## src/sv/grid_word_search_8dir_macros.svh

```systemverilog
// Assertion macros for the word search block.
// Used by the top level; expects clk and arst_n in scope.
`ifndef GRID_WORD_SEARCH_8DIR_MACROS_SVH
`define GRID_WORD_SEARCH_8DIR_MACROS_SVH

// The consequent must hold in the same cycle as the antecedent.
`define GWS_ASSERT_NOW(lbl, ante, cons, msg) \
	lbl: assert property (@(posedge clk) disable iff (!arst_n) (ante) |-> (cons)) \
		else $error(msg);

// The consequent must hold in the cycle after the antecedent.
`define GWS_ASSERT_NEXT(lbl, ante, cons, msg) \
	lbl: assert property (@(posedge clk) disable iff (!arst_n) (ante) |=> (cons)) \
		else $error(msg);

`endif

```

## src/sv/gws_ram.sv

```systemverilog
// Synchronous single-port-write, single-port-read memory with registered read data.
// No dependencies; instantiated for the grid store and the word store.
`timescale 1ns / 1ps

module gws_ram #(
	parameter int WIDTH = 8,
	parameter int DEPTH = 32,
	localparam int AW = (DEPTH > 1) ? $clog2(DEPTH) : 1
) (
	input  logic             clk,
	input  logic             we,
	input  logic [AW-1:0]    waddr,
	input  logic [WIDTH-1:0] wdata,
	input  logic [AW-1:0]    raddr,
	output logic [WIDTH-1:0] rdata
);

	logic [WIDTH-1:0] mem [DEPTH];

	always_ff @(posedge clk) begin
		if (we) begin
			mem[waddr] <= wdata;
		end
		rdata <= mem[raddr];
	end

endmodule

```

## config.mk

```make
export PLATFORM = sky130hd
export DESIGN_NAME = gws_ram
export DESIGN_NICKNAME = d
export VERILOG_FILES = /design/src/sv/grid_word_search_8dir_macros.svh /design/src/sv/gws_ram.sv
export SDC_FILE = /design/constraint.sdc
export NUM_CORES = 1
export LEC_CHECK = 0
export BUFFER_PORTS_ARGS = -buffer_cell sky130_fd_sc_hd__buf_2
export CELL_PAD_IN_SITES_DETAIL_PLACEMENT = 1
export CELL_PAD_IN_SITES_GLOBAL_PLACEMENT = 1
export CORE_MARGIN = 1.5
export CORE_UTILIZATION = 59
export CTS_CLUSTER_SIZE = 28
export DETAILED_ROUTE_END_ITERATION = 8
export PLACE_DENSITY = 0.89
export SYNTH_ARGS = -nofsm -noshare
export SYNTH_HDL_FRONTEND = slang
export SYNTH_SLANG_ARGS = --single-unit
```

## constraint.sdc

```tcl
create_clock -name clk -period 5.85 [get_ports clk]
set_input_delay 1.17 -clock clk [delete_from_list [all_inputs] [get_ports clk]]
set_output_delay 1.17 -clock clk [all_outputs]
set_load 0.05 [all_outputs]
```

---- Word-level counts from Yosys, hierarchy flattened ----
Memories as Yosys holds them, arrays and structs flattened. A register that Yosys moved wholly into a read port is not among the register bits.
Index checks and enable logic that the tools add are counted.
cells by class
  magnitude comparators ................... 0
  divide/modulo/power cells ............... 0
  bitwise logic cells ..................... 0
  reduce and logical (&&, ||, !) cells .... 0
  add/subtract/negate cells ............... 0
  multipliers ............................. 0
  muxes and demuxes ....................... 2
  shifts and indexed selects .............. 0
  eq/ne operators ......................... 0
operators by type and width
  kind    number
  $mux 1  2
word-level totals
  ROM bits ................................ 0
  register bits after elaboration ......... 0
  input port bits ......................... 20
  memories ................................ 1
  RAM bits ................................ 256
  latch bits .............................. 0
memory list
  name  depth  bits a word  rd ports  clocked after Yosys merged registers in  write ports  line           text
  mem   32     8            1         1                                        1            gws_ram.sv:18  logic [WIDTH-1:0] mem [DEPTH];

---- Logic depth before layout (Yosys ltp) ----
Gate-level depths: netlist of run 1.
  depth after elaboration ................. 2
  mapped depth ............................ 5
  gate-level depth less buffers ........... 3

---- Worst setup path after synthesis of run 1 ----
Ideal clock, no wire load.
  path type ............................... input to register
  from .................................... in raddr[2]
  to ...................................... reg rdata[0], read port of mem
  stages .................................. 5
  required time ........................... 5.729 ns
  arrival ................................. 2.852 ns
  path slack .............................. 2.878 ns
  setup time .............................. 0.121 ns
  cell sequence ........................... clkbuf_1 -> clkbuf_1 -> mux4_2 -> mux4_2 -> mux2_2
RTL lines
  item         line           text
  from (decl)  gws_ram.sv:14  input logic [AW-1:0] raddr,
  to (decl)    gws_ram.sv:15  output logic [WIDTH-1:0] rdata

==> summary.md, run 1 <==
| Metric | Value |
|---|---|
| Most frequent CP cell | `mux4_2` |
| DRC violations left | `0` |
| Most frequent cell after synthesis | `edfxtp_1` |
| WHS Endpoint | `rdata[2]$_DFF_P_` |
| Slew Limit Fails | `0` |
| Design Power | `approximately 3.9 mW` |
| Area contributors post-synth | `edfxtp_1, mux4_2, dfxtp_1, nor2_1, mux2_2` |
| Minimum hold slack | `approximately 0.9 ns` |
| Setup bufs post-CTS | `0` |
| Wirelength per Cell | `32.9 um` |
| Reg2reg setup slack | `4.00 ns` |
| R2r endpoint | `rdata[7]$_DFF_P_` |
| DP HPWL | `about 13 mm` |
| Register area share after synthesis | `between 70% and 80%` |
| Syn nets | `437` |
| Worst rel slew slack | `17.7%` |
| Post-synth ARST share | `0%` |
| Core Area | `16600 um2` |
| FF-to-FF Start | `mem[19][7]$_DFFE_PP_` |
| Startpoint Class | `input pin` |
| Root buffer cell | `clkbuf_16` |
| Initial Util | `60.4%` |
| Io pins | `28` |
| Dominant synthesized flop cell | `edfxtp_1` |
| WHS Path Cells | `3` |
| GR Overflow Total | `0` |
| Clock skew | `0.0116 ns` |
| Most frequent cells after synthesis | `edfxtp_1, mux4_2, nor2_1` |
| Post-synth EDFFs | `256` |
| Fin area | `11200 um2` |
| Hold path start | `mem[12][2]$_DFFE_PP_` |
| # resized after CTS | `0` |
| Worst EP required | `around 6.3 ns` |
| Vias per cell | `6.70` |
| Crit path cell chain | `buf_2, buf_4, mux4_2, mux4_2, mux2_2` |
| Top delay family on crit path | `buffers and inverters` |
| Die H | `134 um` |
| DRT iter0 DRCs | `703` |
| Layout area overhead | `11.2%` |
| Worst r2r path cells | `3` |
| HP Class | `reg2reg` |
| Area post-placement | `10400 um2` |
| Via count | `about 4600` |
| Setup TNS | `0 ns` |
| Die area | `17800 um2` |
| Setup violations, final | `0` |
| Antenna violations before repair | `2` |
| CTS max path bufs | `3` |
| Tcrit/Tclk final | `56.4%` |
| Distinct cells, synth | `15` |
| Post-layout min period | `3.30 ns` |
| Clock Sinks | `~260` |
| Status | `completed` |
| CTS Buf Count | `26` |
| H-tree depth | `1` |
| DRT Wirelength | `roughly 23 mm` |
| Worst-Skew Late Latency | `0.52 ns` |
| Maximum fanout along the worst path | `just under 50` |
| Row count | `47` |
| # nets final | `475` |
| Tightest Pin Transition | `1.23 ns` |
| CP max-delay cell | `buf_2` |
| Leak pwr | `3.48 nW` |
| Layout fillers | `around 1300` |
| Pwr dens | `348 nW/um2` |
| GP Congestion | `0.774` |
| Worst path buffer plus inverter count | `2` |
| GRT Util Overall | `about 27%` |
| Hold Buf Count CTS | `0` |
| CP Capture Type | `flop` |
| Final hold vios | `0` |
| Layout cells sized above 1 | `32.8%` |
| Util after Layout | `67.2%` |
| Worst VDD drop | `0.275 mV` |
| Antenna viol nets, final | `0` |
| Clock-pin slew on the worst setup and hold paths | `0.06 ns` |
| Critical path arrival | `3.71 ns` |
| Syn Area/Cell | `24.1 um2` |
| Dominant cell type by area after synthesis | `edfxtp_1` |
| Slowest stage delay, CP | `0.90 ns` |
| Top cell type's share of synthesized area | `76.5%` |
| First-pass DRT Iterations | `5` |
| Vias in the first global route | `4760` |
| Max Fclk | `0.303 GHz` |
| WS Path Type | `in2reg` |
| Max-Cap Viols | `0` |
| Yosys warns | `0` |
| Yosys reg bits | `264` |
| IO buf count | `27` |
| Synth Cell Area | `10100 um2` |
| CTS tree | `done` |
| First-pass GRT wire length | `34.0 mm` |
| Die X | `134 um` |
| Unrepaired setup endpoints after global routing | `no` |
| Gate Count Post-Synth | `417` |
| Largest net degree at the start of global routing | `50` |
-- report_power, final --
| group | total [mW] | switching (mW) | internal, mW |
|---|---|---|---|
| clock network | 1.55 | 0.664 | 0.886 |
| registers | 2.11 | 0.0112 | 2.10 |
| logic | 0.223 | 0.139 | 0.0835 |
| total | 3.89 | 0.814 | 3.07 |
-- kinds of logic after synthesis --
group | Yosys count | share of synthesized area (%)
buffers and inverters | 20 | 1.06
flip-flops | 264 | 78.1
multiplexers | 88 | 18.8
AND/OR/NAND/NOR | 45 | 2.07
-- placed cells by master, fill, tap and decap left out --
master | synthesis | routed
buf_2 | 1 | 26
buf_4 | 6 | 4
clkbuf_1 | 6 | 5
clkbuf_16 | 0 | 27
clkbuf_8 | 0 | 4
clkinv_1 | 0 | 7
clkinv_2 | 0 | 3
dfxtp_1 | 8 | 8
diode_2 | 0 | 1
edfxtp_1 | 256 | 256
mux2_2 | 8 | 8
mux4_2 | 80 | 80
nand2_1 | 1 | 1
nand3_1 | 2 | 2
nand3b_1 | 5 | 5
nor2_1 | 33 | 33
or3_1 | 1 | 1
or3b_2 | 3 | 3
-- registers in the layout, summed over array words and instances (netlist names) --
register and count:
mem 256, rdata 8
-- metrics by stage --
| stage | setup slack (ns) | instances |
|---|---|---|
| after detailed placement | 2.00 | 647 |
| after global routing | 2.45 | 693 |
| final | 2.55 | 694 |
| after CTS | 2.55 | 693 |
| after floorplan | 2.88 | 417 |
| after global placement | 2.01 | 647 |
-- worst min-delay path, delay by kind of cell (launching register included) --
kind   cells  cell delay [ns]
muxes      3             0.58
DFF        1             0.32
-- layer usage --
layer  track usage, %  part of all wire [%]  wire length (um)  vias to the layer above
li1                 -                     -                 -                     1853
met1             43.1                    41              9400                     2461
met2             41.6                    48             11100                      309
met3             4.64                   9.1              2080                       24
met4             5.62                   1.2               278                        2
met5                0                 0.057                13                        -
-- worst max path at each step --
stage,start,endpoint,slack [ns],cells past startpoint
after floorplan,raddr[2],rdata[0]$_DFF_P_,2.88,5
after global placement,raddr[2],rdata[7]$_DFF_P_,2.01,5
after detailed placement,raddr[2],rdata[7]$_DFF_P_,2.00,5
after CTS,raddr[2],rdata[7]$_DFF_P_,2.55,5
after global routing,raddr[2],rdata[7]$_DFF_P_,2.45,5
final,raddr[2],rdata[7]$_DFF_P_,2.55,5
-- cell type report --
class                           count  area, um2  share of cell area, %
Antenna cell                        1       2.50                 0.0224
Tap cell                          220        275                   2.46
Multi-Input combinational cell    133       2100                   18.8
Sequential cell                   264       7850                   70.2
Clock buffer                       36        749                   6.71
Clock inverter                     10       41.3                  0.369
Timing Repair Buffer               30        160                   1.43
(Power assumes the default switching activity.)
==> run 2, diff against run 1 <==
--- a/config.mk
+++ b/config.mk
@@ -5,14 +5,15 @@
 export SDC_FILE = /design/constraint.sdc
 export NUM_CORES = 1
 export LEC_CHECK = 0
+export ABC_AREA = 1
 export BUFFER_PORTS_ARGS = -buffer_cell sky130_fd_sc_hd__buf_2
 export CELL_PAD_IN_SITES_DETAIL_PLACEMENT = 1
 export CELL_PAD_IN_SITES_GLOBAL_PLACEMENT = 1
 export CORE_MARGIN = 1.5
-export CORE_UTILIZATION = 59
+export CORE_UTILIZATION = 51
 export CTS_CLUSTER_SIZE = 28
 export DETAILED_ROUTE_END_ITERATION = 8
-export PLACE_DENSITY = 0.89
+export PLACE_DENSITY = 0.85
 export SYNTH_ARGS = -nofsm -noshare
 export SYNTH_HDL_FRONTEND = slang
 export SYNTH_SLANG_ARGS = --single-unit
==> constraint.sdc (replaced) <==
create_clock -name clk -period 3.3 [get_ports clk]
set_input_delay 0.66 -clock clk [delete_from_list [all_inputs] [get_ports clk]]
set_output_delay 0.66 -clock clk [all_outputs]
set_load 0.05 [all_outputs]
==> run 2 against run 1 <==
Effect of this change: combinational power increased by 120%; sequential cell count did not move; register-to-register slack got worse by 1.9 ns; sequential share of layout area is 4.1 points lower; sequential power rose by 77%.
==> summary.md, run 2 <==
| Metric | Value |
|---|---|
| CP max-delay cell | `dfxtp_1` |
| Tightest Pin Transition | `0.847 ns` |
| Die X | `about 150 um` |
| CTS Buf Count | `27` |
| Most frequent cell after synthesis | `nand2_1` |
| Top delay family on crit path | `flip-flops` |
| Clock-pin slew on the worst setup and hold paths | `0.06 ns` |
| Dominant cell type by area after synthesis | `edfxtp_1` |
| Biggest register | `mem` |
| WHS Path Cells | `3` |
| Vias in the first global route | `about 7500` |
| Post-layout min period | `1.87 ns` |
| Die H | `148 um` |
| Vias per cell | `5.86` |
| Gate Count Post-Synth | `922` |
| Die area | `22000 um2` |
| Layout cells sized above 1 | `8.88%` |
| Most common cell after layout, fill and taps aside | `nand2_1` |
| Crit path cell chain | `buf_2` |
| Maximum fanout along the worst path | `1` |
| Most frequent cells after synthesis | `nand2_1, edfxtp_1, nand3_1` |
| Worst VDD drop | `0.445 mV` |
| Design Power | `7.13 mW` |
| Final hold vios | `0` |
| First-pass DRT Iterations | `5` |
| Clock power share | `~41%` |
| M1 WL | `12.2 mm` |
| Worst-Skew Late Latency | `0.53 ns` |
| DRT iter0 DRCs | `848` |
| Worst EP required | `2.64 ns` |
| Layout fillers | `2172` |
| Slew Limit Fails | `0` |
| CP Capture Type | `output pin` |
| Antenna viol nets, final | `0` |
| WS Path Type | `reg2out` |
| Largest registers | `mem: 256 flops, rdata: 8 flops` |
| Register area share after synthesis | `72.8%` |
| Syn nets | `942` |
| Setup TNS | `0 ns` |
| Worst rel slew slack | `43.5%` |
| Unrepaired setup endpoints after global routing | `no` |
| Util after Layout | `56.8%` |
| Critical path arrival | `approximately 1.2 ns` |
| Core Area | `approximately 21000 um2` |
| Clock Sinks | `264` |
| GR Overflow Total | `0` |
| IO buf count | `27` |
| Max Fclk | `0.535 GHz` |
| GRT Util Overall | `27.3%` |
| Synth Cell Area | `around 11000 um2` |
| Layout area overhead | `10.0%` |
| Multi-input combinational cell area | `2490 um2` |
| Net Sw Frac | `between 20% and 30%` |
| Initial Util | `51.6%` |
| Post-synth EDFFs | `256` |
| Clock skew | `0.00958 ns` |
| Max-Cap Viols | `0` |
| Io pins | `28` |
| DRC violations left | `0` |
| Yosys reg bits | `264` |
| Hold Buf Count CTS | `0` |
| CTS max path bufs | `3` |
| Most frequent cells in the layout | `nand2_1, edfxtp_1, nand3_1` |
| # resized after CTS | `0` |
| Post-synth ARST share | `0%` |
| HP Class | `in2reg` |
| Pwr dens | `between 600 and 700 nW/um2` |
| Leak pwr | `4.41 nW` |
| H-tree depth | `1` |
| Distinct cells, synth | `12` |
| Status | `completed` |
| Tcrit/Tclk final | `between 50% and 60%` |
| N_diodes | `0` |
| Comb pwr share | `6.9%` |
| Seq pwr share | `52.5%` |
| Register area | `7850 um2` |
| # nets final | `968` |
| Wirelength per Cell | `approximately 23 um` |
| Met3 Wirelength | `2.00 mm` |
| Top cell type's share of synthesized area | `71.3%` |
| Setup bufs post-CTS | `0` |
| Yosys warns | `0` |
| Via count | `7284` |
| Syn Area/Cell | `around 12 um2` |
| P_int | `5.49 mW` |
| CTS tree | `done` |
| Startpoint Class | `flop` |
| Worst path buffer plus inverter count | `1` |
| Slowest stage delay, CP | `0.38 ns` |
| Sw power | `1.65 mW` |
| Row count | `53` |
| DRT Wirelength | `29.0 mm` |
| Crit. path cell count | `1` |
| Routed met2 length | `14.2 mm` |
| DP HPWL | `16.5 mm` |
| First-pass GRT wire length | `~45 mm` |
| Largest net degree at the start of global routing | `96` |
| Area contributors post-synth | `edfxtp_1, nand2_1, nand3_1, buf_6, dfxtp_1` |
| GP Congestion | `0.807` |
| Dominant synthesized flop cell | `edfxtp_1` |
| Antenna violations before repair | `0` |
| Root buffer cell | `clkbuf_16` |
| Worst r2r path cells | `8` |
| Minimum hold slack | `0.495 ns` |
| Setup violations, final | `0` |
| Highest routed layer | `met4` |
| Largest register FFs | `256` |
[run 2: per-stage QoR]
step	setup slack [ns]	instances	instance area, um2
5_1_grt	1.36	1243	11900
6_report	1.43	1243	11900
2_1_floorplan	1.61	922	10800
4_1_cts	1.44	1243	11900
3_3_place_gp	1.03	1194	11100
3_5_place_dp	0.947	1194	11100
[run 2: area by class of cell]
cell class / count / area share [%]
clock buffer: 33 / 5.88
clock inverter: 16 / 1.01
inverter: 10 / 0.337
multi-input combinational: 596 / 21.0
sequential: 264 / 66.1
tap: 275 / 2.90
timing repair buffer: 49 / 2.76
[run 2: per-layer routing]
| layer | vias to the layer above | track usage, % |
|---|---|---|
| li1 | 3253 | - |
| met1 | 3649 | 37.5 |
| met2 | 331 | 45.5 |
| met3 | 51 | 3.68 |
| met4 | 0 | 8.71 |
| met5 | - | 0 |
[run 2: path summary, 6_finish.rpt]
path	startpoint	endpoint	slack (ns)
max	rdata[6]$_DFF_P_	rdata[6]	1.43
min	raddr[4]	rdata[7]$_DFF_P_	0.49
max reg2reg	mem[28][7]$_DFFE_PP_	rdata[7]$_DFF_P_	2.07
min reg2reg	mem[22][5]$_DFFE_PP_	rdata[5]$_DFF_P_	0.79
[run 2: cell families (layout without fill, tap and decap cells)]
group	count (synthesis)	after routing	synth area share, %
buffers and inverters	62	108	4.14
flip-flops	264	264	72.8
AND/OR/NAND/NOR	596	596	23.1
[run 2: power by group through the flow]
| stage | Combinational (mW) | Clock [mW] | Sequential [mW] |
|---|---|---|---|
| floorplan | 0.269 | 0 | 3.85 |
| global placement | 0.463 | 0 | 3.81 |
| detailed placement | 0.483 | 0 | 3.81 |
| CTS | 0.494 | 2.92 | 3.74 |
| global route | 0.537 | 3.03 | 3.75 |
| finish | 0.496 | 2.89 | 3.74 |
