**src/sv/grid_word_search_8dir_macros.svh**
```systemverilog
// Assertion macros for the word search block.
// Used by the top level; expects clk and arst_n in scope.
`ifndef GRID_WORD_SEARCH_8DIR_MACROS_SVH
`define GRID_WORD_SEARCH_8DIR_MACROS_SVH

// The consequent must hold in the same cycle as the antecedent.
`define GWS_ASSERT_NOW(lbl, ante, cons, msg) \
	lbl: assert property (@(posedge clk) disable iff (!arst_n) (ante) |-> (cons)) \
		else $error(msg);

// The consequent must hold in the cycle after the antecedent.
`define GWS_ASSERT_NEXT(lbl, ante, cons, msg) \
	lbl: assert property (@(posedge clk) disable iff (!arst_n) (ante) |=> (cons)) \
		else $error(msg);

`endif

```
**src/sv/gws_pkg.sv**
```systemverilog
// Shared types, codes and helper functions of the word search block.
// No dependencies; used by gws_search and the top level.
`timescale 1ns / 1ps

package gws_pkg;

	localparam int MAX_ROWS_DEF = 64;
	localparam int MAX_COLS_DEF = 64;
	localparam int MAX_WORD_DEF = 32;

	localparam logic [6:0] GRID_ROWS_RST = 7'd64;
	localparam logic [6:0] GRID_COLS_RST = 7'd64;

	localparam logic REG_GRID_ROWS = 1'b0;
	localparam logic REG_GRID_COLS = 1'b1;

	typedef enum logic [1:0] {
		FUNC_CELL   = 2'd0,
		FUNC_WORD   = 2'd1,
		FUNC_SEARCH = 2'd2
	} func_t;

	typedef enum logic [2:0] {
		DIR_LEFT      = 3'd0,
		DIR_UPLEFT    = 3'd1,
		DIR_DOWNLEFT  = 3'd2,
		DIR_RIGHT     = 3'd3,
		DIR_UPRIGHT   = 3'd4,
		DIR_DOWNRIGHT = 3'd5,
		DIR_UP        = 3'd6,
		DIR_DOWN      = 3'd7
	} dir_t;

	typedef enum logic [3:0] {
		S_IDLE,
		S_INIT,
		S_LOAD0,
		S_SCAN_RD,
		S_SCAN_CMP,
		S_DIR,
		S_WALK_RD,
		S_WALK_CMP,
		S_DONE
	} state_t;

	typedef struct packed {
		logic [1:0] func;
		logic [5:0] cell_row;
		logic [5:0] cell_col;
		logic [7:0] letter;
		logic [4:0] word_pos;
		logic [5:0] word_len;
	} in_item_t;

	typedef struct packed {
		logic       found;
		logic [5:0] hit_row;
		logic [5:0] hit_col;
		logic [2:0] direction;
	} out_item_t;

	typedef struct packed {
		logic       start;
		logic       take;
		logic [5:0] len;
		logic [6:0] rows;
		logic [6:0] cols;
	} srch_req_t;

	typedef struct packed {
		logic busy;
		logic done;
	} srch_stat_t;

	function automatic logic dir_fits(dir_t d, logic left, logic right, logic up, logic down);
		logic ok;
		unique case (d)
			DIR_LEFT:      ok = left;
			DIR_UPLEFT:    ok = left & up;
			DIR_DOWNLEFT:  ok = left & down;
			DIR_RIGHT:     ok = right;
			DIR_UPRIGHT:   ok = right & up;
			DIR_DOWNRIGHT: ok = right & down;
			DIR_UP:        ok = up;
			DIR_DOWN:      ok = down;
			default:       ok = 1'b0;
		endcase
		return ok;
	endfunction

	// Linear address step for one letter along a direction.
	function automatic int dir_offset(dir_t d, int cols);
		int off;
		unique case (d)
			DIR_LEFT:      off = -1;
			DIR_UPLEFT:    off = -cols - 1;
			DIR_DOWNLEFT:  off = cols - 1;
			DIR_RIGHT:     off = 1;
			DIR_UPRIGHT:   off = -cols + 1;
			DIR_DOWNRIGHT: off = cols + 1;
			DIR_UP:        off = -cols;
			DIR_DOWN:      off = cols;
			default:       off = 0;
		endcase
		return off;
	endfunction

endpackage

```
**src/sv/gws_search.sv**
```systemverilog
// Search sequencer: walks the grid, tries each direction and compares letters.
// Depends on gws_pkg; reads the grid and word memories held by the top level.
`timescale 1ns / 1ps

module gws_search
	import gws_pkg::*;
#(
	parameter int MAX_ROWS = MAX_ROWS_DEF,
	parameter int MAX_COLS = MAX_COLS_DEF,
	parameter int MAX_WORD = MAX_WORD_DEF,
	localparam int AW  = (MAX_ROWS * MAX_COLS > 1) ? $clog2(MAX_ROWS * MAX_COLS) : 1,
	localparam int WAW = (MAX_WORD > 1) ? $clog2(MAX_WORD) : 1
) (
	input  logic            clk,
	input  logic            arst_n,
	input  srch_req_t       req,
	output srch_stat_t      stat,
	output out_item_t       res,
	output logic [AW-1:0]   grid_raddr,
	input  logic [7:0]      grid_rdata,
	output logic [WAW-1:0]  word_raddr,
	input  logic [7:0]      word_rdata
);

	localparam int RIW = (MAX_ROWS > 1) ? $clog2(MAX_ROWS) : 1;
	localparam int CIW = (MAX_COLS > 1) ? $clog2(MAX_COLS) : 1;
	localparam int RCW = $clog2(MAX_ROWS + 1);
	localparam int CCW = $clog2(MAX_COLS + 1);
	localparam int LW  = $clog2(MAX_WORD + 1);

	state_t         state_q, state_d;
	logic [RCW-1:0] rows_q, rows_d, rows_cl;
	logic [CCW-1:0] cols_q, cols_d, cols_cl;
	logic [LW-1:0]  len_q, len_d, len_cl;
	logic [RIW-1:0] r_q, r_d;
	logic [CIW-1:0] c_q, c_d;
	logic [AW-1:0]  cell_addr_q, cell_addr_d;
	logic [AW-1:0]  row_base_q, row_base_d;
	logic [AW-1:0]  walk_addr_q, walk_addr_d;
	logic [AW-1:0]  off;
	logic [WAW-1:0] k_q, k_d;
	dir_t           dir_q, dir_d;
	logic [7:0]     word0_q, word0_d;
	logic           found_q, found_d;
	logic           fit_left, fit_right, fit_up, fit_down;
	logic           last_col, last_row;
	logic           adv_dir, adv_cell;

	always_comb begin
		if (req.rows == '0) begin
			rows_cl = RCW'(1);
		end else if (int'(req.rows) > MAX_ROWS) begin
			rows_cl = RCW'(MAX_ROWS);
		end else begin
			rows_cl = RCW'(req.rows);
		end
		if (req.cols == '0) begin
			cols_cl = CCW'(1);
		end else if (int'(req.cols) > MAX_COLS) begin
			cols_cl = CCW'(MAX_COLS);
		end else begin
			cols_cl = CCW'(req.cols);
		end
		if (int'(req.len) > MAX_WORD) begin
			len_cl = LW'(MAX_WORD);
		end else begin
			len_cl = LW'(req.len);
		end
	end

	assign fit_left  = (int'(c_q) + 1 >= int'(len_q));
	assign fit_right = (int'(cols_q) - int'(c_q) >= int'(len_q));
	assign fit_up    = (int'(r_q) + 1 >= int'(len_q));
	assign fit_down  = (int'(rows_q) - int'(r_q) >= int'(len_q));
	assign last_col  = (int'(c_q) + 1 == int'(cols_q));
	assign last_row  = (int'(r_q) + 1 == int'(rows_q));
	assign off       = AW'(dir_offset(dir_q, MAX_COLS));

	assign grid_raddr = (state_q == S_WALK_RD) ? walk_addr_q : cell_addr_q;
	assign word_raddr = (state_q == S_WALK_RD) ? k_q : '0;

	always_comb begin
		state_d     = state_q;
		rows_d      = rows_q;
		cols_d      = cols_q;
		len_d       = len_q;
		r_d         = r_q;
		c_d         = c_q;
		cell_addr_d = cell_addr_q;
		row_base_d  = row_base_q;
		walk_addr_d = walk_addr_q;
		k_d         = k_q;
		dir_d       = dir_q;
		word0_d     = word0_q;
		found_d     = found_q;
		adv_dir     = 1'b0;
		adv_cell    = 1'b0;

		unique case (state_q)
			S_IDLE: begin
				if (req.start) begin
					rows_d      = rows_cl;
					cols_d      = cols_cl;
					len_d       = len_cl;
					r_d         = '0;
					c_d         = '0;
					cell_addr_d = '0;
					row_base_d  = '0;
					dir_d       = DIR_LEFT;
					found_d     = 1'b0;
					state_d     = (req.len == '0) ? S_DONE : S_INIT;
				end
			end
			S_INIT: begin
				state_d = S_LOAD0;
			end
			S_LOAD0: begin
				word0_d = word_rdata;
				state_d = S_SCAN_CMP;
			end
			S_SCAN_RD: begin
				state_d = S_SCAN_CMP;
			end
			S_SCAN_CMP: begin
				if (grid_rdata == word0_q) begin
					dir_d   = DIR_LEFT;
					state_d = S_DIR;
				end else begin
					adv_cell = 1'b1;
				end
			end
			S_DIR: begin
				if (dir_fits(dir_q, fit_left, fit_right, fit_up, fit_down)) begin
					if (len_q == LW'(1)) begin
						found_d = 1'b1;
						state_d = S_DONE;
					end else begin
						walk_addr_d = cell_addr_q + off;
						k_d         = WAW'(1);
						state_d     = S_WALK_RD;
					end
				end else begin
					adv_dir = 1'b1;
				end
			end
			S_WALK_RD: begin
				state_d = S_WALK_CMP;
			end
			S_WALK_CMP: begin
				if (grid_rdata == word_rdata) begin
					if (int'(k_q) + 1 == int'(len_q)) begin
						found_d = 1'b1;
						state_d = S_DONE;
					end else begin
						k_d         = k_q + WAW'(1);
						walk_addr_d = walk_addr_q + off;
						state_d     = S_WALK_RD;
					end
				end else begin
					adv_dir = 1'b1;
				end
			end
			S_DONE: begin
				if (req.take) begin
					state_d = S_IDLE;
				end
			end
			default: begin
				state_d = S_IDLE;
			end
		endcase

		if (adv_dir) begin
			if (dir_q == DIR_DOWN) begin
				adv_cell = 1'b1;
			end else begin
				dir_d   = dir_t'(dir_q + 3'd1);
				state_d = S_DIR;
			end
		end

		if (adv_cell) begin
			if (last_col) begin
				if (last_row) begin
					state_d = S_DONE;
				end else begin
					r_d         = r_q + RIW'(1);
					c_d         = '0;
					row_base_d  = row_base_q + AW'(MAX_COLS);
					cell_addr_d = row_base_q + AW'(MAX_COLS);
					state_d     = S_SCAN_RD;
				end
			end else begin
				c_d         = c_q + CIW'(1);
				cell_addr_d = cell_addr_q + AW'(1);
				state_d     = S_SCAN_RD;
			end
		end
	end

	always_ff @(posedge clk or negedge arst_n) begin
		if (!arst_n) begin
			state_q <= S_IDLE;
		end else begin
			state_q <= state_d;
		end
	end

	always_ff @(posedge clk) begin
		rows_q      <= rows_d;
		cols_q      <= cols_d;
		len_q       <= len_d;
		r_q         <= r_d;
		c_q         <= c_d;
		cell_addr_q <= cell_addr_d;
		row_base_q  <= row_base_d;
		walk_addr_q <= walk_addr_d;
		k_q         <= k_d;
		dir_q       <= dir_d;
		word0_q     <= word0_d;
		found_q     <= found_d;
	end

	assign stat.busy = (state_q != S_IDLE);
	assign stat.done = (state_q == S_DONE);

	assign res.found     = found_q;
	assign res.hit_row   = found_q ? 6'(r_q) : '0;
	assign res.hit_col   = found_q ? 6'(c_q) : '0;
	assign res.direction = found_q ? dir_q : DIR_LEFT;

endmodule

```
**config.mk**
```make
export PLATFORM = sky130hd
export DESIGN_NAME = gws_search
export DESIGN_NICKNAME = d
export VERILOG_FILES = /design/src/sv/grid_word_search_8dir_macros.svh /design/src/sv/gws_pkg.sv /design/src/sv/gws_search.sv
export SDC_FILE = /design/constraint.sdc
export NUM_CORES = 1
export LEC_CHECK = 0
export BUFFER_PORTS_ARGS = -buffer_cell sky130_fd_sc_hd__buf_4
export CAP_MARGIN = 10
export CORE_ASPECT_RATIO = 0.8
export CORE_MARGIN = 3
export CORE_UTILIZATION = 54
export DETAILED_ROUTE_END_ITERATION = 8
export PLACE_DENSITY = 0.77
export SLEW_MARGIN = 30
export SYNTH_ARGS = -nofsm -noshare
export SYNTH_HDL_FRONTEND = slang
export SYNTH_SLANG_ARGS = --single-unit
export TNS_END_PERCENT = 10
```
**constraint.sdc**
```tcl
create_clock -name clk -period 4.4 [get_ports clk]
set_input_delay 0.44 -clock clk [delete_from_list [all_inputs] [get_ports clk]]
set_output_delay 0.44 -clock clk [all_outputs]
set_load 0.005 [all_outputs]
```
**Word level (Yosys, flattened, before mapping)**

Memories as Yosys holds them, arrays and structs flattened. A register that Yosys moved wholly into a read port is not among the register bits.
Cells that the tools add are included.

- Latch bits: 0
- Output and inout port bits: 35
- Input bits: 40
- Register bits after elaboration: 89
- Memories kept: 1
- ROM bits: 256
- Memory bits (writable): 0

- Equality and inequality tests: 28
- Shift-type cells: 0
- $lt $le $gt $ge: 7
- Bitwise gates (word level): 4
- Reductions and logical operators: 14
- Divide/modulo/power cells: 0
- Multipliers: 0
- Add/subtract/negate cells: 13
- Mux-type cells: 71

Memories:

| memory | depth | bits a word | rd ports | clocked after Yosys merged registers in | write ports | line | text |
|---|---|---|---|---|---|---|---|
| (no name shown) | 8 | 32 | 1 | 1 | 0 | gws_pkg.sv:94 | `unique case (d)` |

Operators with widths:

| operator | number |
|---|---|
| two-way mux 12 bit | 15 |
| two-way mux 6 bit | 12 |
| greater-or-equal comparator 32 x 7 -> 1 bit | 2 |
| two-way mux 4 bit | 13 |
| case mux 4 bit (8 select lines) | 1 |
| two-way mux 5 bit | 5 |
| adder 12 bit | 2 |
| case mux 12 bit (2 select lines) | 1 |
| equality test 4 x 3 -> 1 bit, second input constant | 4 |
| equality test 8 bit | 2 |
| greater-or-equal comparator 8 x 7 -> 1 bit | 2 |
| subtractor 7 x 6 -> 8 bit | 2 |
| two-way mux 3 bit | 5 |
| adder 6 x 1 -> 7 bit, second input constant | 2 |
| equality test 7 bit | 2 |
| > comparator 7 bit, second input constant | 2 |
| logical NOT 7 bit | 2 |
| two-way mux 7 bit | 2 |
| inequality test 2 bit, second input constant | 7 |
| adder 12 x 1 -> 12 bit, second input constant | 1 |
| adder 12 x 7 -> 12 bit, second input constant | 1 |
| adder 6 x 1 -> 6 bit, second input constant | 2 |
| equality test 3 bit, second input constant | 4 |
| two-way mux 1 bit | 12 |
| other kinds (27) | 34 |

**Logic depth before layout (Yosys ltp)**

Gate-level depths: netlist (run 1).

- Depth after elaboration: 10
- Mapped depth: 19
- Depth with buffers taken out: 18

**Least setup slack after synthesis (run 1)**

Ideal clock, no wire load.

- Kind: flip-flop to flip-flop
- Start point: register c_q[0]
- End point: register k_q[0] (enable)
- Clock period less this slack: 4.316 ns
- Data required time: 4.003 ns
- Library setup time: 0.397 ns
- Arrival time: 3.920 ns
- Stages on the path, launching flop included: 16
- Setup slack: 0.084 ns
- Cells stage by stage: dfxtp_1 -> ha_1 -> inv_1 -> fa_1 -> a21o_1 -> a21oi_1 -> xnor2_1 -> ha_1 -> a21oi_1 -> o221ai_1 -> o21ai_0 -> a211oi_1 -> a211oi_4 -> nand2b_1 -> or3_1 -> a21oi_1

- Cells in the longest elaborated chain, start to end: 7
- Elaborated cells between the ends (all ways): 12
- Those cells by class: add/sub: 2; order compare: 2; eq/ne: 1; mux: 2; bitwise: 4; reduce/logical: 1

Ends and longest elaborated chain:

| element | line | text |
|---|---|---|
| from (decl) | gws_search.sv:36 | `logic [CIW-1:0] c_q, c_d;` |
| from (signal assigned) | gws_search.sv:214 | `c_q <= c_d;` |
| adder 6 x 1 -> 7 bit / subtractor 7 x 6 -> 8 bit (equally long branches) | gws_search.sv:71, gws_search.sv:72 |  |
| greater-or-equal comparator 32 x 7 -> 1 bit / greater-or-equal comparator 8 x 7 -> 1 bit (equally long branches) | gws_search.sv:71, gws_search.sv:72 |  |
| AND 1 bit, on equally long branches | - |  |
| case mux 1 bit (8 select lines) * | gws_pkg.sv:77 | `unique case (d)` |
| two-way mux 1 bit * | gws_search.sv:99 | `unique case (state_q)` |
| inequality test 2 bit (no source line) * | - |  |
| AND reduction 5 bit (no source line) * | - |  |
| to (signal assigned) | gws_search.sv:218 | `k_q <= k_d;` |
| to (decl) | gws_search.sv:41 | `logic [WAW-1:0] k_q, k_d;` |

Mark *: on every way between the ends. The rest lies on a longest branch, timed or not. The select of a mux whose other input is x is not followed.
A chain may end at the register's enable or synchronous reset.

**Worst setup path after layout (run 1)**

- Start point: register r_q[0]
- End point: register row_base_q[5], data pin

- Cells in the longest elaborated chain, start to end: 9
- Elaborated cells between the ends (all ways): 17
- Those cells by class: add/sub: 2; order compare: 2; eq/ne: 1; mux: 8; bitwise: 4

Ends and longest elaborated chain:

| element | line | text |
|---|---|---|
| from (decl) | gws_search.sv:35 | `logic [RIW-1:0] r_q, r_d;` |
| from (signal assigned) | gws_search.sv:213 | `r_q <= r_d;` |
| adder 6 x 1 -> 7 bit / subtractor 7 x 6 -> 8 bit (equally long branches) | gws_search.sv:73, gws_search.sv:76, gws_search.sv:74 |  |
| greater-or-equal comparator 32 x 7 -> 1 bit / greater-or-equal comparator 8 x 7 -> 1 bit (equally long branches) | gws_search.sv:73, gws_search.sv:74 |  |
| AND 1 bit, on equally long branches | - |  |
| case mux 1 bit (8 select lines) | gws_pkg.sv:77 |  |
| two-way mux 1 bit | gws_search.sv:99 |  |
| two-way mux 1 bit | gws_search.sv:133 | `if (dir_fits(dir_q, fit_left, fit_right, fit_up, fit_down)) begin` |
| case mux 1 bit (2 select lines) | gws_search.sv:99 |  |
| two-way mux 1 bit | gws_search.sv:173 | `if (adv_dir) begin` |
| two-way mux 12 bit * | gws_search.sv:182 | `if (adv_cell) begin` |
| via row_base_d[5] | gws_search.sv:38 | `logic [AW-1:0] row_base_q, row_base_d;` |
| to (signal assigned) | gws_search.sv:216 | `row_base_q <= row_base_d;` |
| to (decl) | gws_search.sv:38 |  |

Mark *: on every way through the listed nets, which the timed path passes. The rest lies on a longest branch. The select of a mux whose other input is x is not followed.

==> impl_metrics.yaml, run 1 <==
run_status:
  status: "finished clean"
clocking:
  clk_latency_ns: 0.35
  cts-root-buf: "clkbuf_16"
  path_clk_slew_ns: 0.07
  clkSinkCount: 93
  htreeDepth: 3
  postCtsSetupBuffers: 0
  cts_tree: "built"
  clock_tree.buffer_depth: 2
  numCtsBuffers: 9
timing:
  clock_skew_ns: 0.00762
  fin_crit_sh: 0.947
  worstMarginPinSlew_ns: 0.871
  final_hold_viol_count: 0
  final.min_clock_period_ns: 4.17
  drv_slew: 0
  fmax_mhz: 240
  tns_ns: 0
  setup_viol: 0
  slew_headroom: 0.411
  setup_slack_ns: 0.234
  rsz0062_at_grt: "no"
drt:
  drt_iter0_markers: 417
  routed_via_density: 6.06
  ant_nets: 0
  routedWlPerCell_um: 17.8
  remaining_drc_errors: 0
  dr.pass1.iters: 6
  num_vias: 5651
  wirelength_um: 16600
die:
  initial_core_util: 0.569
  die_width_um: 131
  core_um2: 11800
  io_pins: 75
  die_height_um: 106
  core.rowCount: 35
  die-area_um2: 13800
layout:
  syn_to_final_growth_pct: 15.9
  fin_cells: 932
  drive_above_1_share: 0.185
  final_common_cell: "buf_4"
  nets: 879
  final_cell_mix: "86 x buf_4, 57 x ha_1, 52 x edfxtp_1"
  post-route-util: 0.659
  n_antenna_cell: 0
critical_path:
  setup.worst_path.class: "reg2reg"
  crit_path_start_kind: "register"
  crit_required_ns: 4.50
  cp_data_arrival_time_ns: 4.26
  r2r_cells: 17
  cp-end-kind: "register"
  crit_path_max_fanout: 17
global_route:
  grt-ovfl-total: 0
  busiest_layer: "met2"
  grt_util_met3: 0.0486
  met1_usage: 0.333
  use_met2: 0.393
  antenna_found_initial: 1
  grt_max_degree: 27
  grt_pass1_vias: 5593
  grt_pass1_wl_um: 27000
  grtUsageTotal: 0.244
power:
  power_density_nw_per_um2: 634
  p_leak_nw: 3.28
  total_power_mw: 4.94
  peakVddDrop_v: 0.000319
yosys:
  synth.yosys.seq_area_share: 0.357
  ys_types: 74
  syn_avg_cell_area_um2: 9.54
  async_flop_share: 0.0430
  synth_area_um2: 6730
  ys.warnings.count: 0
  yosys_register_bits: 93
  postSynth.topFlopCell: "edfxtp_1"
  syn_nets: 805
  synth_edf_count: 52
  syn_inst: 705
placement:
  globalplace.congestion: 0.989
  dp.cells: 915
  place_ws_ns: 0.172
  io_buffers: 74
  hpwl_um: 12800
worst_hold_path:
  hold_class: "in2reg"
  holdPathStages: 1
flow_run:
  cap_viol_max_count: 0
[stage by stage]
stage / hold WS (ns) / cell area [um^2]
6_report: 0.286 / 7800
5_1_grt: 0.273 / 7800
4_1_cts: 0.276 / 7780
3_5_place_dp: 0.236 / 7450
3_3_place_gp: 0.236 / 7450
2_1_floorplan: 0.144 / 6730
[power breakdown]
group / leakage [nW] / internal, mW / total (mW) / switching, mW
Sequential: 0.846 / 1.26 / 1.57 / 0.305
Combinational: 2.29 / 1.20 / 2.54 / 1.34
Clock: 0.146 / 0.497 / 0.836 / 0.339
Total: 3.28 / 2.96 / 4.94 / 1.98
[synth_stat cells, types with 4 or more instances]
library cell  instances  area (um^2)
a211oi_1              5         37.5
a21o_1                9         67.6
a21oi_1              30          150
a221oi_1              4         35.0
a22o_1               10         87.6
a22oi_1               5         37.5
a31oi_1               7         43.8
and2_1               24          150
and3_1               16          100
clkbuf_1             16         60.1
dfrtp_1               4          100
dfxtp_1              37          741
edfxtp_1             52         1560
ha_1                 57          713
inv_1                48          180
mux2_2               24          270
mux2i_1               8         80.1
nand2_1              42          158
nand2b_1              6         37.5
nand3_1              30          150
nand4_1               5         31.3
nor2_1               40          150
nor2b_1              21          131
nor3_1               14         70.1
nor3b_1               4         30.0
nor4_1                8         50.1
o211ai_1              4         30.0
o21a_1                4         30.0
o21ai_0              24          120
o21ai_1               6         30.0
o21bai_1              5         37.5
o31ai_1               6         45.0
or3_1                 4         25.0
xnor2_1              47          412
xor2_1               17          149
[per-layer routing]
| layer | share of wire | vias to the layer above |
|---|---|---|
| li1 | - | 2706 |
| met1 | 0.44 | 2687 |
| met2 | 0.47 | 231 |
| met3 | 0.075 | 27 |
| met4 | 0.014 | 0 |
| met5 | 0 | - |
[cells by family (layout without fill, tap and decap cells)]
| kind of cell | after synthesis | in the layout | synth area share |
|---|---|---|---|
| flip-flops | 93 | 93 | 0.357 |
| AND/OR/NAND/NOR | 229 | 229 | 0.180 |
| buffers and inverters | 74 | 153 | 0.0446 |
| adder cells (fa/ha/maj) | 60 | 60 | 0.115 |
| multiplexers | 33 | 33 | 0.0537 |
| XOR/XNOR | 67 | 67 | 0.0935 |
| AO/OA/AOI/OAI | 149 | 149 | 0.157 |
[timing repair]
item / CTS / global route
setup endpoints to repair: 0 / 25
resized for setup: 0 / 5
hold endpoints to repair: 4 / 0
hold buffers: 1 / 0
[flip-flops by register name, summed over array words and instances, names as in the netlist]
| register | cells |
|---|---|
| rows_q | 7 |
| r_q | 6 |
| dir_q | 3 |
| len_q | 6 |
| k_q | 5 |
| walk_addr_q | 12 |
| cell_addr_q | 12 |
| off | 4 |
| found_q | 1 |
| word0_q | 8 |
| cols_q | 7 |
| state_q | 4 |
| row_base_q | 12 |
| c_q | 6 |
[final timing paths]
path / start / end / slack (ns)
max in group asynchronous: arst_n / state_q[2] / 3.88
max: r_q[0] / row_base_q[5] / 0.23
min reg2reg: row_base_q[7] / row_base_q[7] / 0.51
max reg2reg: r_q[0] / row_base_q[5] / 0.23
min in group asynchronous: arst_n / state_q[0] / 0.43
min: word_rdata[3] / word0_q[3] / 0.29
[cell type report]
class,count,area [um^2]
clock buffers,10,229
clock inverters,6,87.6
fillers,951,4030
inverters,50,188
multi-input cells,538,4050
flip-flops and latches,93,2400
well taps,148,185
repair buffers,87,656
[critical path: stages, from the launching register on]
cell      delay [ns]
dfxtp_2         0.41
ha_1            0.20
inv_1           0.06
fa_1            0.42
a21o_1          0.18
a211oi_1        0.27
a21oi_1         0.09
ha_1            0.20
nor3_1          0.13
o21ai_0         0.11
a31oi_1         0.18
a22oi_1         0.13
or3b_4          0.41
a211oi_4        0.33
o21ai_2         0.19
nor2_4          0.21
inv_2           0.16
and3_1          0.22
No activity file was read; power rests on OpenSTA's default activity.
==> run 2: changes to the inputs <==
--- a/config.mk
+++ b/config.mk
@@ -9,9 +9,8 @@
 export CAP_MARGIN = 10
 export CORE_ASPECT_RATIO = 0.8
 export CORE_MARGIN = 3
-export CORE_UTILIZATION = 54
+export CORE_UTILIZATION = 43
 export DETAILED_ROUTE_END_ITERATION = 8
-export PLACE_DENSITY = 0.77
 export SLEW_MARGIN = 30
 export SYNTH_ARGS = -nofsm -noshare
 export SYNTH_HDL_FRONTEND = slang
==> run 2 against run 1 <==
  * Via count shrank 3.5%
  * Sequential power about the same
  * Clock power shrank 14%
  * Power decreased by 2.4%
  * Clock skew up 0.0069 ns
  * Hold slack got worse by 0.0024 ns
  * Wire length is 1.5% higher
==> impl_metrics.yaml, run 2 (synthesized netlist as in run 1, its figures left out) <==
timing:
  fin_crit_sh: 0.938
  setup_viol: 0
  drv_slew: 0
  slew_headroom: 0.523
  worstMarginPinSlew_ns: 0.713
  fmax_mhz: 242
  final_hold_viol_count: 0
  tns_ns: 0
  clock_skew_ns: 0.0145
  final.min_clock_period_ns: 4.13
layout:
  final_cell_mix: "85 x buf_4, 57 x ha_1, 52 x edfxtp_1"
  finalInstanceArea_um2: 7840
  drive_above_1_share: 0.181
  fillers: 1380
  nets: 879
  final_common_cell: "buf_4"
  n_antenna_cell: 0
  regArea_um2: 2400
  fin_cells: 994
  multi_input_area_um2: 4050
  syn_to_final_growth_pct: 16.4
  top_regs: "cell_addr_q x12, row_base_q x12, walk_addr_q x12"
critical_path:
  crit_required_ns: 4.46
  critPathSlowestCell: "o31ai_1"
  worstPathCellList: "ha_1 -> nand3_1 -> xnor2_1 -> inv_1 -> ha_1 -> a21oi_1 -> o22ai_1 -> a211o_1 -> a31oi_1 -> o31ai_1 -> a211oi_4 -> nand2b_1 -> or3_1 -> a21oi_1 -> buf_12"
  cp_data_arrival_time_ns: 4.18
  cp-end-kind: "register"
  setup.worst_path.class: "reg2reg"
  worst-path-buf-inv: 2
  crit_path_start_kind: "register"
  critPathMaxStageDelay_ns: 0.52
  crit_path_max_fanout: 17
  crit_family: "compound AO/OA/AOI/OAI gates"
global_route:
  grt_pass1_vias: 5437
  grt_max_degree: 27
  grt_pass1_wl_um: 27200
  antenna_found_initial: 0
  busiest_layer: "met2"
  grtUsageTotal: 0.194
  use_met2: 0.311
  met1_usage: 0.257
  grt_util_met3: 0.0520
  grt-ovfl-total: 0
power:
  p_leak_nw: 3.27
  pwr-share-comb: 0.524
  total_power_mw: 4.82
  seqPwrFrac: 0.327
  clkPwrFrac: 0.149
  p_sw_frac: 0.406
  peakVddDrop_v: 0.000340
  p_sw_mw: 1.96
  power_density_nw_per_um2: 616
  internal_power_mw: 2.87
clocking:
  clock_tree.buffer_depth: 2
  cts-root-buf: "clkbuf_16"
  path_clk_slew_ns: 0.06
  clk_latency_ns: 0.35
  htreeDepth: 3
  numCtsBuffers: 9
  clkSinkCount: 93
  cts_tree: "built"
placement:
  io_buffers: 74
  hpwl_um: 13000
  globalplace.congestion: 0.861
  dp.cells: 976
  place_area_um2: 7530
drt:
  ant_nets: 0
  wirelength_um: 16900
  drt_iter0_markers: 374
  dr.pass1.iters: 5
  num_vias: 5453
  remaining_drc_errors: 0
  routedWlPerCell_um: 17.0
  routed_via_density: 5.49
die:
  die-area_um2: 17200
  die_width_um: 146
  core.rowCount: 40
  io_pins: 75
  initial_core_util: 0.444
  die_height_um: 118
  core_um2: 15200
worst_hold_path:
  hold_class: "in2reg"
flow_run:
  cap_viol_max_count: 0
run_status:
  status: "finished clean"
-- run 2: cell count changes in the layout (fill, tap and decap cells not counted), sizes merged --
cell	delta
clkbuf	+4
bufinv	-2
clkinvlp	-2
clkinv	-1
inv	+1
-- run 2: area by class of cell --
class	count	share of cell area
Multi-Input combinational cell	538	0.516
Sequential cell	93	0.307
Timing Repair Buffer	87	0.0853
Tap cell	210	0.0335
Clock buffer	14	0.0324
Inverter	50	0.0240
Clock inverter	2	0.00144
-- run 2: what timing repair did --
item,4_1_cts,5_1_grt
gates resized for setup,0,5
hold buffers,1,0
setup endpoints to repair,0,64
hold endpoints to repair,4,0
setup buffers,0,1
-- run 2: layer usage --
layer  part of all wire  vias to the layer above
li1                   -                     2697
met5                  0                        -
met2               0.45                      148
met1               0.47                     2579
met3              0.058                       29
met4              0.020                        0
-- run 2: per-stage QoR --
stage | hold WS, ns | setup WS [ns] | utilization
detailed placement | 0.237 | 0.173 | 0.497
finish | 0.283 | 0.273 | 0.517
floorplan | 0.144 | 0.0835 | -
CTS | 0.270 | 0.164 | 0.515
global route | 0.270 | -0.0127 | 0.517
global placement | 0.235 | 0.304 | 0.497
-- run 2: worst paths after layout --
check / from / to / slack [ns] / cells after the start
setup / recovery: c_q[1] / walk_addr_q[7] / 0.27 / 15
hold / removal: word_rdata[2] / word0_q[2] / 0.28 / 1
setup reg to reg: c_q[1] / walk_addr_q[7] / 0.27 / 15
hold reg to reg: row_base_q[11] / row_base_q[11] / 0.51 / 2
max in group asynchronous: arst_n / state_q[1] / 3.87 / 2
min in group asynchronous: arst_n / state_q[0] / 0.43 / 2
-- run 2: power groups by stage --
stage               combinational [mW]  clock, mW  sequential (mW)
floorplan                         1.91          0             1.43
global placement                  2.39          0             1.58
detailed placement                2.48          0             1.59
CTS                               2.49      0.737             1.58
global route                      2.81      0.771             1.63
finish                            2.53      0.718             1.58
